### config.mk
export PLATFORM = sky130hd
export DESIGN_NAME = tes_queue
export DESIGN_NICKNAME = d
export VERILOG_FILES = /design/src/hdl/tes_pkg.sv /design/src/hdl/tes_queue.sv
export SDC_FILE = /design/constraint.sdc
export NUM_CORES = 1
export LEC_CHECK = 0
export BUFFER_PORTS_ARGS = -buffer_cell sky130_fd_sc_hd__buf_2
export CORE_MARGIN = 2
export CORE_UTILIZATION = 35
export DETAILED_ROUTE_END_ITERATION = 7
export GPL_TIMING_DRIVEN = 0
export SLEW_MARGIN = 20
export SYNTH_ARGS = -nofsm -noshare
export SYNTH_HDL_FRONTEND = slang
export SYNTH_SLANG_ARGS = --single-unit
### constraint.sdc
create_clock -name clk -period 4.6 [get_ports clk]
set_input_delay 0 -clock clk [delete_from_list [all_inputs] [get_ports clk]]
set_output_delay 0 -clock clk [all_outputs]
set_load 0.05 [all_outputs]
### src/hdl/tes_pkg.sv
// ----------------------------------------------------------------------------
// tes_pkg
// Shared types and constants of the triangle edge split core.
// ----------------------------------------------------------------------------
package tes_pkg;

    localparam int CORNER_W  = 12;
    localparam int VIDX_W    = 13;
    localparam int COORD_W   = 32;
    localparam int CFG_IDX_W = 3;

    localparam int Q_DEPTH = 4;
    localparam int Q_PTR_W = $clog2(Q_DEPTH);
    localparam int Q_CNT_W = $clog2(Q_DEPTH + 1);

    typedef enum logic [CFG_IDX_W-1:0] {
        CFG_EDGE_A_X   = 3'd0,
        CFG_EDGE_A_Y   = 3'd1,
        CFG_EDGE_A_Z   = 3'd2,
        CFG_EDGE_B_X   = 3'd3,
        CFG_EDGE_B_Y   = 3'd4,
        CFG_EDGE_B_Z   = 3'd5,
        CFG_NEW_VERTEX = 3'd6
    } cfg_reg_t;

    typedef enum logic {
        REQ_LOAD = 1'b0,
        REQ_TRI  = 1'b1
    } req_type_t;

    typedef enum logic [1:0] {
        KIND_E01 = 2'd0,
        KIND_E02 = 2'd1,
        KIND_E12 = 2'd2
    } split_kind_t;

    typedef enum logic {
        BK_RUN   = 1'b0,
        BK_FLUSH = 1'b1
    } back_state_t;

    typedef struct packed {
        logic [COORD_W-1:0] x;
        logic [COORD_W-1:0] y;
        logic [COORD_W-1:0] z;
    } pos_t;

    typedef struct packed {
        pos_t a;
        pos_t b;
    } edge_cfg_t;

    // classified triangle handed from front to back
    typedef struct packed {
        logic [CORNER_W-1:0] c0;
        logic [CORNER_W-1:0] c1;
        logic [CORNER_W-1:0] c2;
        logic                hit;
        split_kind_t         kind;
        logic                last;
    } tri_cmd_t;

    typedef struct packed {
        logic [Q_CNT_W-1:0] count;
        logic               empty;
        logic               full;
    } q_status_t;

    typedef struct packed {
        logic flushing;
        logic buf_empty;
    } bk_status_t;

endpackage

### src/hdl/tes_queue.sv
// ----------------------------------------------------------------------------
// tes_queue
// Short first-in first-out queue of classified triangles.
// ----------------------------------------------------------------------------
module tes_queue
    import tes_pkg::*;
(
    input  logic      clk,
    input  logic      rst_n,
    input  logic      push,
    input  tri_cmd_t  push_cmd,
    input  logic      pop,
    output tri_cmd_t  head,
    output q_status_t status
);

    tri_cmd_t           slot_reg [Q_DEPTH];
    logic [Q_PTR_W-1:0] wr_ptr_reg;
    logic [Q_PTR_W-1:0] rd_ptr_reg;
    logic [Q_CNT_W-1:0] count_reg;
    logic [Q_CNT_W-1:0] count_next;

    always_comb
    begin
        count_next = count_reg;
        if (push && !pop)
        begin
            count_next = count_reg + Q_CNT_W'(1);
        end
        else if (pop && !push)
        begin
            count_next = count_reg - Q_CNT_W'(1);
        end
    end

    always_ff @(posedge clk or negedge rst_n)
    begin
        if (!rst_n)
        begin
            wr_ptr_reg <= '0;
            rd_ptr_reg <= '0;
            count_reg  <= '0;
        end
        else
        begin
            if (push)
            begin
                wr_ptr_reg <= wr_ptr_reg + Q_PTR_W'(1);
            end
            if (pop)
            begin
                rd_ptr_reg <= rd_ptr_reg + Q_PTR_W'(1);
            end
            count_reg <= count_next;
        end
    end

    always_ff @(posedge clk)
    begin
        if (push)
        begin
            slot_reg[wr_ptr_reg] <= push_cmd;
        end
    end

    assign head         = slot_reg[rd_ptr_reg];
    assign status.count = count_reg;
    assign status.empty = count_reg == '0;
    assign status.full  = count_reg == Q_CNT_W'(Q_DEPTH);

endmodule

==> summary.txt <==
outcome: completed
Vert. Die Dim: 137 um
Clk pwr share: 24.3%
H-tree depth: 4
switching pwr: 0.00213 W
Int Power: 0.00354 W
post-CTS setup buffer count: 0
Yosys top cell area share: 77.3%
Async SR Flop Fraction: 4.19%
Area Overhead vs Synth: 27.9%
Max-slew headroom: 54.8%
Slew Viols, Final: 0
Yosys cell types: 20
I/O pin cnt: 89
CTS Buf Count: 17
PostCTS Resize Cnt: 0
Fmax achieved: 535 MHz
Routed WL: 10,900 um
Clock Path Buffers: 2
Max stage delay on crit path: 0.38 ns
static leakage: 2.80 nW
top post-synthesis cells by area: edfxtp_1 (77%), mux4_2 (14%), dfrtp_1 (2.8%)
most numerous cell in the Yosys netlist: edfxtp_1
Reg2Reg Capture Point: slot_reg[2][2]$_DFFE_PP_
sequential area share after synthesis: 80.1%
share of layout cells above drive strength 1: 41.0%
vias: 2,920
PortBufs: 88
Crit Path Class: reg -> out
Seq pwr share: 36.5%
die area: 0.0188 sq mm
Comb power frac: 39.2%
crit-path cells: clkbuf_1 -> buf_2 -> mux4_2 -> buf_2
First DRT Iteration DRCs: 167
Netlist Area Pre-Place: 0.00622 sq mm
Syn. warnings: 0
post-route ant nets: 0
Layout Cells excl Fill: 630
Worst setup SP type: flop
Post-synth top cells: edfxtp_1 (160), mux4_2 (38), dfrtp_1 (7), ha_1 (5)
Die X: 137 um
initial core utilization: 35.8%
Period minus WS final: 1.87 ns
largest net degree at the start of global routing: 41
VDD IR max: 0.370 mV
worst-skew pair later-pin latency: 0.41 ns
Post-synth EDFFs: 160
core area: 0.0174 sq mm
CP startpoint: rd_ptr_reg[1]$_DFFE_PN0P_
placed cell area: 0.00695 sq mm
crit path max-delay cell type: mux4_2
FF+latch count, synth: 167
Min-Delay Path Class: in -> reg
dpl cells: 557
vias per std cell: 4.63
crit-path max FO: 10
clock-pin slew on the worst setup and hold paths: 0.06 ns
# fillers: 1,500
Syn Nets: 294
setup_tns: 0 ns
Post-route DRC: 0
fin nets: 445
Worst setup endpoint: head[17]
Root Driver: clkbuf_16
RSZ-0062 raised after global routing: false
Syn Area/Cell: 25.5 sq um
drt first pass iters: 6
Post-Route Hold Slack: 0.335 ns
first-pass GRT wire length: 17,000 um
Worst Max-Slew Pin Slew: 0.677 ns
final hold vios: 0
# clock sinks: 167
clk_skew: 0.00681 ns
Rows: 48
Finished Cell Area: 0.00796 sq mm
Setup-failing EPs final: 0
FF-to-FF path depth: 3
post-DR wirelength/cell: 17.3 um
Max Cap Viol: 0
number of global-route vias before repair: 3,145
period utilisation layout: 40.6%
required time worst endpoint: 4.60 ns
GPL Wtd Cong: 0.686
All-Layer GR Usage: 12.5%
switch share: 37.5%
total gr overflow: 0
Critical Path AT: 1.87 ns
max reg flops: 160
gate count of the mapped netlist: 244
CP Capture Type: output port
antenna violations before repair: 0
Synth area leader: edfxtp_1
R2R setup slack: 2.95 ns
PD cells: 713 mW/mm^2
Final Core Density: 45.8%
Critical R2R Launch: wr_ptr_reg[0]$_DFFE_PN0P_
antenna cell count: 0
Critical Path Most Common Cell: buf_2
DP HPWL: 6250 um
CTS tree: done
ys flop type: edfxtp_1
what timing repair did:
item,4_1_cts,5_1_grt
setup endpoints to repair,0,0
hold buffers,44,0
endpoints found under the hold margin,171,0
cell families (layout without fill, tap and decap cells):
logic type | Yosys count | in the layout | synth area share, %
compound gates | 1 | 1 | 0.0804
fa+ha+maj | 6 | 6 | 1.33
buf+inv | 14 | 175 | 2.09
xor+xnor | 6 | 6 | 0.845
flops | 167 | 167 | 80.1
simple gates | 9 | 9 | 0.785
mux | 41 | 41 | 14.8
through the flow:
stage	power (W)	setup WS [ns]
finish	0.00567	2.73
global route	0.00594	2.57
CTS	0.00577	2.63
detailed placement	0.00435	2.93
global placement	0.00433	1.77
floorplan	0.00384	2.61
cell usage in the layout, fill, tap and decap left out, types with 4 or more instances in the layout:
cell type and n:
edfxtp_1 160, buf_2 92, dlygate4sd3_1 44, mux4_2 38, clkbuf_16 17, dfrtp_1 7, ha_1 5, buf_12 4
inv_1 4, and2_4 4, xor2_1 4
worst min path at each step:
stage | cells after the start | start | endpoint
after detailed placement | 1 | rst_n | count_reg[2]$_DFFE_PN0P_
final | 2 | push_cmd[22] | slot_reg[3][22]$_DFFE_PP_
after floorplan | 0 | rst_n | count_reg[0]$_DFFE_PN0P_
after CTS | 2 | push_cmd[22] | slot_reg[3][22]$_DFFE_PP_
after global routing | 2 | push_cmd[10] | slot_reg[2][10]$_DFFE_PP_
after global placement | 1 | rst_n | count_reg[2]$_DFFE_PN0P_
power groups by stage:
| stage | clock network, W | registers (W) | logic, W |
|---|---|---|---|
| after floorplan | 0 | 0.00214 | 0.00170 |
| after global placement | 0 | 0.00211 | 0.00222 |
| after detailed placement | 0 | 0.00211 | 0.00224 |
| after CTS | 0.00141 | 0.00208 | 0.00228 |
| after global routing | 0.00148 | 0.00210 | 0.00237 |
| final | 0.00138 | 0.00207 | 0.00222 |
critical path, delay by kind of cell (launching register included):
family / cells / cell delay, ns
buffers and inverters: 3 / 0.76
multiplexers: 1 / 0.38
flip-flops: 1 / 0.32
routing by layer:
metal	GRT usage (%)	up-vias	wire (um)
li1	-	1324	-
met1	15.5	1521	4810
met2	20.8	65	5520
met3	4.12	10	465
met4	4.47	0	129
met5	0	-	0
layout make-up:
cell class | count | area (sq um) | area share (%)
clock inverter | 10 | 133 | 1.67
timing repair buffer | 132 | 881 | 11.1
sequential | 167 | 4980 | 62.6
inverter | 4 | 15.0 | 0.189
buffer | 10 | 115 | 1.45
clock buffer | 19 | 433 | 5.44
tap | 225 | 282 | 3.54
multi-input combinational | 63 | 1120 | 14.1
(Power assumes the default switching activity.)
