### config.mk
export PLATFORM = sky130hd
export DESIGN_NAME = tes_back
export DESIGN_NICKNAME = d
export VERILOG_FILES = /design/src/hdl/tes_pkg.sv /design/src/hdl/tes_back.sv
export SDC_FILE = /design/constraint.sdc
export NUM_CORES = 1
export LEC_CHECK = 0
export BUFFER_PORTS_ARGS = -buffer_cell sky130_fd_sc_hd__buf_4
export CORE_MARGIN = 2
export CORE_UTILIZATION = 54
export DETAILED_ROUTE_END_ITERATION = 10
export GPL_TIMING_DRIVEN = 0
export PLACE_DENSITY_LB_ADDON = 0.15
export SLEW_MARGIN = 20
export SYNTH_ARGS = -nofsm -noshare
export SYNTH_HDL_FRONTEND = slang
export SYNTH_SLANG_ARGS = --single-unit
export TNS_END_PERCENT = 5
### constraint.sdc
create_clock -name clk -period 4.45 [get_ports clk]
set_input_delay 0.2225 -clock clk [delete_from_list [all_inputs] [get_ports clk]]
set_output_delay 0.2225 -clock clk [all_outputs]
set_load 0.1 [all_outputs]
### src/hdl/tes_pkg.sv
// ----------------------------------------------------------------------------
// tes_pkg
// Shared types and constants of the triangle edge split core.
// ----------------------------------------------------------------------------
package tes_pkg;

    localparam int CORNER_W  = 12;
    localparam int VIDX_W    = 13;
    localparam int COORD_W   = 32;
    localparam int CFG_IDX_W = 3;

    localparam int Q_DEPTH = 4;
    localparam int Q_PTR_W = $clog2(Q_DEPTH);
    localparam int Q_CNT_W = $clog2(Q_DEPTH + 1);

    typedef enum logic [CFG_IDX_W-1:0] {
        CFG_EDGE_A_X   = 3'd0,
        CFG_EDGE_A_Y   = 3'd1,
        CFG_EDGE_A_Z   = 3'd2,
        CFG_EDGE_B_X   = 3'd3,
        CFG_EDGE_B_Y   = 3'd4,
        CFG_EDGE_B_Z   = 3'd5,
        CFG_NEW_VERTEX = 3'd6
    } cfg_reg_t;

    typedef enum logic {
        REQ_LOAD = 1'b0,
        REQ_TRI  = 1'b1
    } req_type_t;

    typedef enum logic [1:0] {
        KIND_E01 = 2'd0,
        KIND_E02 = 2'd1,
        KIND_E12 = 2'd2
    } split_kind_t;

    typedef enum logic {
        BK_RUN   = 1'b0,
        BK_FLUSH = 1'b1
    } back_state_t;

    typedef struct packed {
        logic [COORD_W-1:0] x;
        logic [COORD_W-1:0] y;
        logic [COORD_W-1:0] z;
    } pos_t;

    typedef struct packed {
        pos_t a;
        pos_t b;
    } edge_cfg_t;

    // classified triangle handed from front to back
    typedef struct packed {
        logic [CORNER_W-1:0] c0;
        logic [CORNER_W-1:0] c1;
        logic [CORNER_W-1:0] c2;
        logic                hit;
        split_kind_t         kind;
        logic                last;
    } tri_cmd_t;

    typedef struct packed {
        logic [Q_CNT_W-1:0] count;
        logic               empty;
        logic               full;
    } q_status_t;

    typedef struct packed {
        logic flushing;
        logic buf_empty;
    } bk_status_t;

endpackage

### src/hdl/tes_back.sv
// ----------------------------------------------------------------------------
// tes_back
// Passes plain triangles through, buffers split faces and flushes them as
// two halves each on the final triangle of a mesh.
// ----------------------------------------------------------------------------
module tes_back
    import tes_pkg::*;
#(
    parameter int SPLIT_MAX = 8
)
(
    input  logic              clk,
    input  logic              rst_n,
    input  q_status_t         q_status,
    input  tri_cmd_t          head,
    output logic              pop,
    input  logic [VIDX_W-1:0] new_vertex,
    output logic              out_valid,
    input  logic              out_ready,
    output logic [VIDX_W-1:0] out_corner_a,
    output logic [VIDX_W-1:0] out_corner_b,
    output logic [VIDX_W-1:0] out_corner_c,
    output logic              from_split,
    output logic              buffer_overflow,
    output logic              mesh_done,
    output bk_status_t        status
);

    localparam int CW = $clog2(SPLIT_MAX + 1);
    localparam int IW = (SPLIT_MAX > 1) ? $clog2(SPLIT_MAX) : 1;

    back_state_t       state_reg;
    back_state_t       state_next;
    logic [CW-1:0]     count_reg;
    logic [CW-1:0]     count_next;
    logic [CW-1:0]     idx_reg;
    logic [CW-1:0]     idx_next;
    logic              half_reg;
    logic              half_next;
    logic              overflow_reg;
    logic              overflow_next;
    tri_cmd_t          face_reg [SPLIT_MAX];

    logic              out_valid_reg;
    logic [VIDX_W-1:0] out_a_reg;
    logic [VIDX_W-1:0] out_b_reg;
    logic [VIDX_W-1:0] out_c_reg;
    logic              out_split_reg;
    logic              out_ovf_reg;
    logic              out_done_reg;

    logic              can_emit;
    logic              take;
    logic              flush_end;
    logic              face_we;
    tri_cmd_t          cur;
    logic              emit;
    logic [VIDX_W-1:0] emit_a;
    logic [VIDX_W-1:0] emit_b;
    logic [VIDX_W-1:0] emit_c;
    logic              emit_split;
    logic              emit_done;

    assign can_emit  = !out_valid_reg || out_ready;
    assign take      = (state_reg == BK_RUN) && !q_status.empty && can_emit;
    assign pop       = take;
    assign flush_end = half_reg && ((idx_reg + CW'(1)) == count_reg);
    assign cur       = face_reg[idx_reg[IW-1:0]];

    always_comb
    begin
        state_next = state_reg;
        case (state_reg)
            BK_RUN:
            begin
                if (take && head.last && (head.hit || count_reg != '0))
                begin
                    state_next = BK_FLUSH;
                end
            end
            BK_FLUSH:
            begin
                if (can_emit && flush_end)
                begin
                    state_next = BK_RUN;
                end
            end
            default:
            begin
                state_next = BK_RUN;
            end
        endcase
    end

    always_comb
    begin
        count_next    = count_reg;
        idx_next      = idx_reg;
        half_next     = half_reg;
        overflow_next = overflow_reg;
        face_we       = 1'b0;
        emit          = 1'b0;
        emit_a        = VIDX_W'(head.c0);
        emit_b        = VIDX_W'(head.c1);
        emit_c        = VIDX_W'(head.c2);
        emit_split    = 1'b0;
        emit_done     = 1'b0;
        case (state_reg)
            BK_RUN:
            begin
                if (take)
                begin
                    if (head.hit)
                    begin
                        if (count_reg < CW'(SPLIT_MAX))
                        begin
                            face_we    = 1'b1;
                            count_next = count_reg + CW'(1);
                        end
                        else
                        begin
                            overflow_next = 1'b1;
                        end
                    end
                    else
                    begin
                        emit      = 1'b1;
                        emit_done = head.last && (count_reg == '0);
                    end
                    if (head.last)
                    begin
                        idx_next  = '0;
                        half_next = 1'b0;
                    end
                end
            end
            BK_FLUSH:
            begin
                if (can_emit)
                begin
                    emit       = 1'b1;
                    emit_split = 1'b1;
                    case (cur.kind)
                        KIND_E01:
                        begin
                            emit_a = half_reg ? VIDX_W'(cur.c1) : VIDX_W'(cur.c0);
                            emit_b = half_reg ? VIDX_W'(cur.c2) : new_vertex;
                            emit_c = half_reg ? new_vertex : VIDX_W'(cur.c2);
                        end
                        KIND_E02:
                        begin
                            emit_a = half_reg ? VIDX_W'(cur.c1) : VIDX_W'(cur.c0);
                            emit_b = half_reg ? VIDX_W'(cur.c2) : VIDX_W'(cur.c1);
                            emit_c = new_vertex;
                        end
                        KIND_E12:
                        begin
                            emit_a = half_reg ? VIDX_W'(cur.c2) : VIDX_W'(cur.c0);
                            emit_b = half_reg ? VIDX_W'(cur.c0) : VIDX_W'(cur.c1);
                            emit_c = new_vertex;
                        end
                        default:
                        begin
                            emit_a = half_reg ? VIDX_W'(cur.c2) : VIDX_W'(cur.c0);
                            emit_b = half_reg ? VIDX_W'(cur.c0) : VIDX_W'(cur.c1);
                            emit_c = new_vertex;
                        end
                    endcase
                    if (!half_reg)
                    begin
                        half_next = 1'b1;
                    end
                    else
                    begin
                        half_next = 1'b0;
                        idx_next  = idx_reg + CW'(1);
                    end
                    if (flush_end)
                    begin
                        emit_done     = 1'b1;
                        count_next    = '0;
                        overflow_next = 1'b0;
                        idx_next      = '0;
                    end
                end
            end
            default:
            begin
                emit = 1'b0;
            end
        endcase
    end

    always_ff @(posedge clk or negedge rst_n)
    begin
        if (!rst_n)
        begin
            state_reg     <= BK_RUN;
            count_reg     <= '0;
            idx_reg       <= '0;
            half_reg      <= 1'b0;
            overflow_reg  <= 1'b0;
            out_valid_reg <= 1'b0;
        end
        else
        begin
            state_reg    <= state_next;
            count_reg    <= count_next;
            idx_reg      <= idx_next;
            half_reg     <= half_next;
            overflow_reg <= overflow_next;
            if (emit)
            begin
                out_valid_reg <= 1'b1;
            end
            else if (out_ready)
            begin
                out_valid_reg <= 1'b0;
            end
        end
    end

    always_ff @(posedge clk)
    begin
        if (face_we)
        begin
            face_reg[count_reg[IW-1:0]] <= head;
        end
        if (emit)
        begin
            out_a_reg     <= emit_a;
            out_b_reg     <= emit_b;
            out_c_reg     <= emit_c;
            out_split_reg <= emit_split;
            out_ovf_reg   <= overflow_reg || (state_reg == BK_FLUSH && overflow_reg);
            out_done_reg  <= emit_done;
        end
    end

    assign out_valid       = out_valid_reg;
    assign out_corner_a    = out_a_reg;
    assign out_corner_b    = out_b_reg;
    assign out_corner_c    = out_c_reg;
    assign from_split      = out_split_reg;
    assign buffer_overflow = out_ovf_reg;
    assign mesh_done       = out_done_reg;

    assign status.flushing  = state_reg == BK_FLUSH;
    assign status.buf_empty = count_reg == '0;

endmodule

==> results_dict.tcl <==
set metrics [dict create \
    drive_gt1_share_pct 31.38 \
    cts_tree "done" \
    leakage_nw 6.012 \
    powerDensity_nw_per_um2 663.4 \
    synth_common_cells "edfxtp_1, mux4_2, nor2_1" \
    n_antenna_cell 0 \
    cts-resized-gates 0 \
    criticalPathCategory "reg2reg" \
    ys_seq_area_share_pct 73.61 \
    min_period_ps 3405 \
    hold_viol_final 0 \
    peakVddDrop_v 0.0003930 \
    cp.arrival_ps 3620 \
    num_vias 8222 \
    synth_cell_types 47 \
    drt-pass1-iter-count 5 \
    area_delta_synth_final_pct 21.85 \
    start_util_pct 55.26 \
    synthArstFlopShare_pct 3.361 \
    chipWidth_um 167.8 \
    cts_hold_buf 41 \
    synth-edff-count 345 \
    drt-vias-per-instance 6.215 \
    cts-buffers-inserted 36 \
    grt_pass1_wl_mm 53.29 \
    cap_violations 0 \
    drtIter0Drc 856 \
    largest_reg_flops 304 \
    stdcell_area_um2 17650 \
    yosys_register_bits 357 \
    setup_ws_ps 1045 \
    slew_viol_final 0 \
    postRouteAntennaNets 0 \
    postSynthAreaPerCell_um2 19.03 \
    h-tree-depth 2 \
    routabilityCongestion 0.8878 \
    cts.clk_slew.worst_paths_ps 60 \
    antenna_found_initial 0 \
    wl_per_cell_um 27.15 \
    worstMarginPinSlew_ps 912.3 \
    worstPathMaxFanout 12 \
    clkLatencyLatePin_ps 510 \
    max_freq_ghz 0.2937 \
    skew_ps 20.17 \
    synth_nets 825 \
    clockBufferDepth 3 \
    rows 59 \
    grt_start_max_net_pins 31 \
    synth_ff_type "edfxtp_1" \
    totalPowerFinal_mw 11.71 \
    end_kind "register" \
    synth_cells 761 \
    core_area_um2 26210 \
    drt-total-wl_mm 35.92 \
    ios 107 \
    synth_largest_area_cell "edfxtp_1" \
    rsz0062_at_grt "false" \
    final_nets 1025 \
    grt_overflow 0 \
    synth.most_common_cell "edfxtp_1" \
    die_area_um2 28140 \
    fp.dieH_um 167.8 \
    slew_headroom_pct 39.18 \
    drc 0 \
    yosys-top-cells-area "edfxtp_1, mux4_2, mux2i_1" \
    yosys_warnings 0 \
    portBuffers 101 \
    hpwl_mm 24.46 \
    critPathRequiredTime_ps 4670 \
    synth_top_area_share_pct 71.54 \
    grt_pass1_vias 8474 \
    grtUsageTotal_pct 26.07 \
    fin_crit_sh_pct 76.53 \
    post-place-ws_ps 1100 \
    fin_util_pct 67.33 \
    netlist_area_um2 14480 \
    placed_cell_area_um2 16160 \
    setup_tns_ps 0 \
    outcome "complete, no violations" \
    cts-root-buf "clkbuf_16" \
    min_path_type "in2reg" \
    postCtsSetupRepairBufs 0 \
    clock-sinks 357 \
    start_kind "register" \
    setup_viol 0 \
]
stage by stage:
step	std cells	hold slack, ps
final	1323	75.08
after floorplan	761	-73.09
after global placement	1197	71.50
after CTS	1323	56.58
after global routing	1323	68.03
after detailed placement	1217	77.71
cell families after synthesis:
kind of cell | Yosys count | synth area share, %
AOI/OAI and AO/OA | 81 | 3.724
xor gates and xnor gates | 6 | 0.4580
adders and majority gates | 3 | 0.2592
buffers and inverters | 52 | 1.737
DFF | 357 | 73.61
muxes | 142 | 16.55
other | 1 | 0.02590
and+or+nand+nor | 119 | 3.637
placed cells by master (no fill, tap or decap), types with 4 or more instances in the layout:
cell type | synthesis | layout
edfxtp_1 | 345 | 345
buf_4 | 6 | 107
mux4_2 | 74 | 74
nor2_1 | 47 | 41
dlygate4sd3_1 | 0 | 41
nand2_1 | 40 | 40
mux2i_1 | 38 | 38
clkbuf_16 | 0 | 37
mux2_2 | 29 | 29
clkbuf_1 | 18 | 26
o21ai_0 | 22 | 22
buf_2 | 21 | 21
o21ai_1 | 17 | 17
clkinv_1 | 1 | 14
a221oi_1 | 12 | 12
nor3_1 | 14 | 12
dfrtp_1 | 12 | 12
o22a_1 | 10 | 10
buf_16 | 0 | 8
buf_12 | 0 | 7
nor2_4 | 0 | 6
inv_1 | 5 | 5
nand2b_1 | 4 | 4
a31oi_1 | 4 | 4
buf_6 | 1 | 4
cell type report:
class / instances / area [µm²]
fillers: 1705 / 8561
clock inverters: 20 / 121.4
well taps: 335 / 419.2
clock buffers: 45 / 955.9
inverters: 6 / 22.52
flip-flops and latches: 357 / 10660
plain buffers: 46 / 229.0
repair buffers: 162 / 1593
multi-input cells: 352 / 3645
final timing paths:
| check | slack [ps] | cells past startpoint | to | from |
|---|---|---|---|---|
| worst max register to register | 1040 | 8 | face_reg[0][22]$_DFFE_PP_ | state_reg$_DFF_PN0_ |
| worst min-delay path | 80 | 2 | mesh_done$_DFFE_PP_ | head[0] |
| worst min register to register | 530 | 2 | overflow_reg$_DFFE_PN0P_ | overflow_reg$_DFFE_PN0P_ |
| min in group asynchronous | 130 | 2 | state_reg$_DFF_PN0_ | rst_n |
| max in group asynchronous | 4150 | 2 | count_reg[3]$_DFFE_PN0P_ | rst_n |
| worst max-delay path | 1040 | 8 | face_reg[0][22]$_DFFE_PP_ | state_reg$_DFF_PN0_ |
power breakdown:
group	total (mW)	switching, mW	internal [mW]
clock network	2.78	1.20	1.58
registers	4.11	0.113	4.00
logic	4.82	3.25	1.57
total	11.7	4.56	7.15
worst max-delay path: stages (launching register included):
cell      delay, ps
dfrtp_1         380
clkbuf_1        230
nor3_4          340
nor3b_1         640
nand2_1         450
nor3_4          500
buf_6           230
buf_8           170
buf_16          160
metal layers:
layer  up-vias  track usage (%)  share of wire, %
li1       3485                -                 -
met1      4196            37.19                40
met2       456            40.66                47
met3        85            4.751               9.0
met4         0            10.25               4.2
met5         -                0                 0
(Power assumes the default switching activity.)
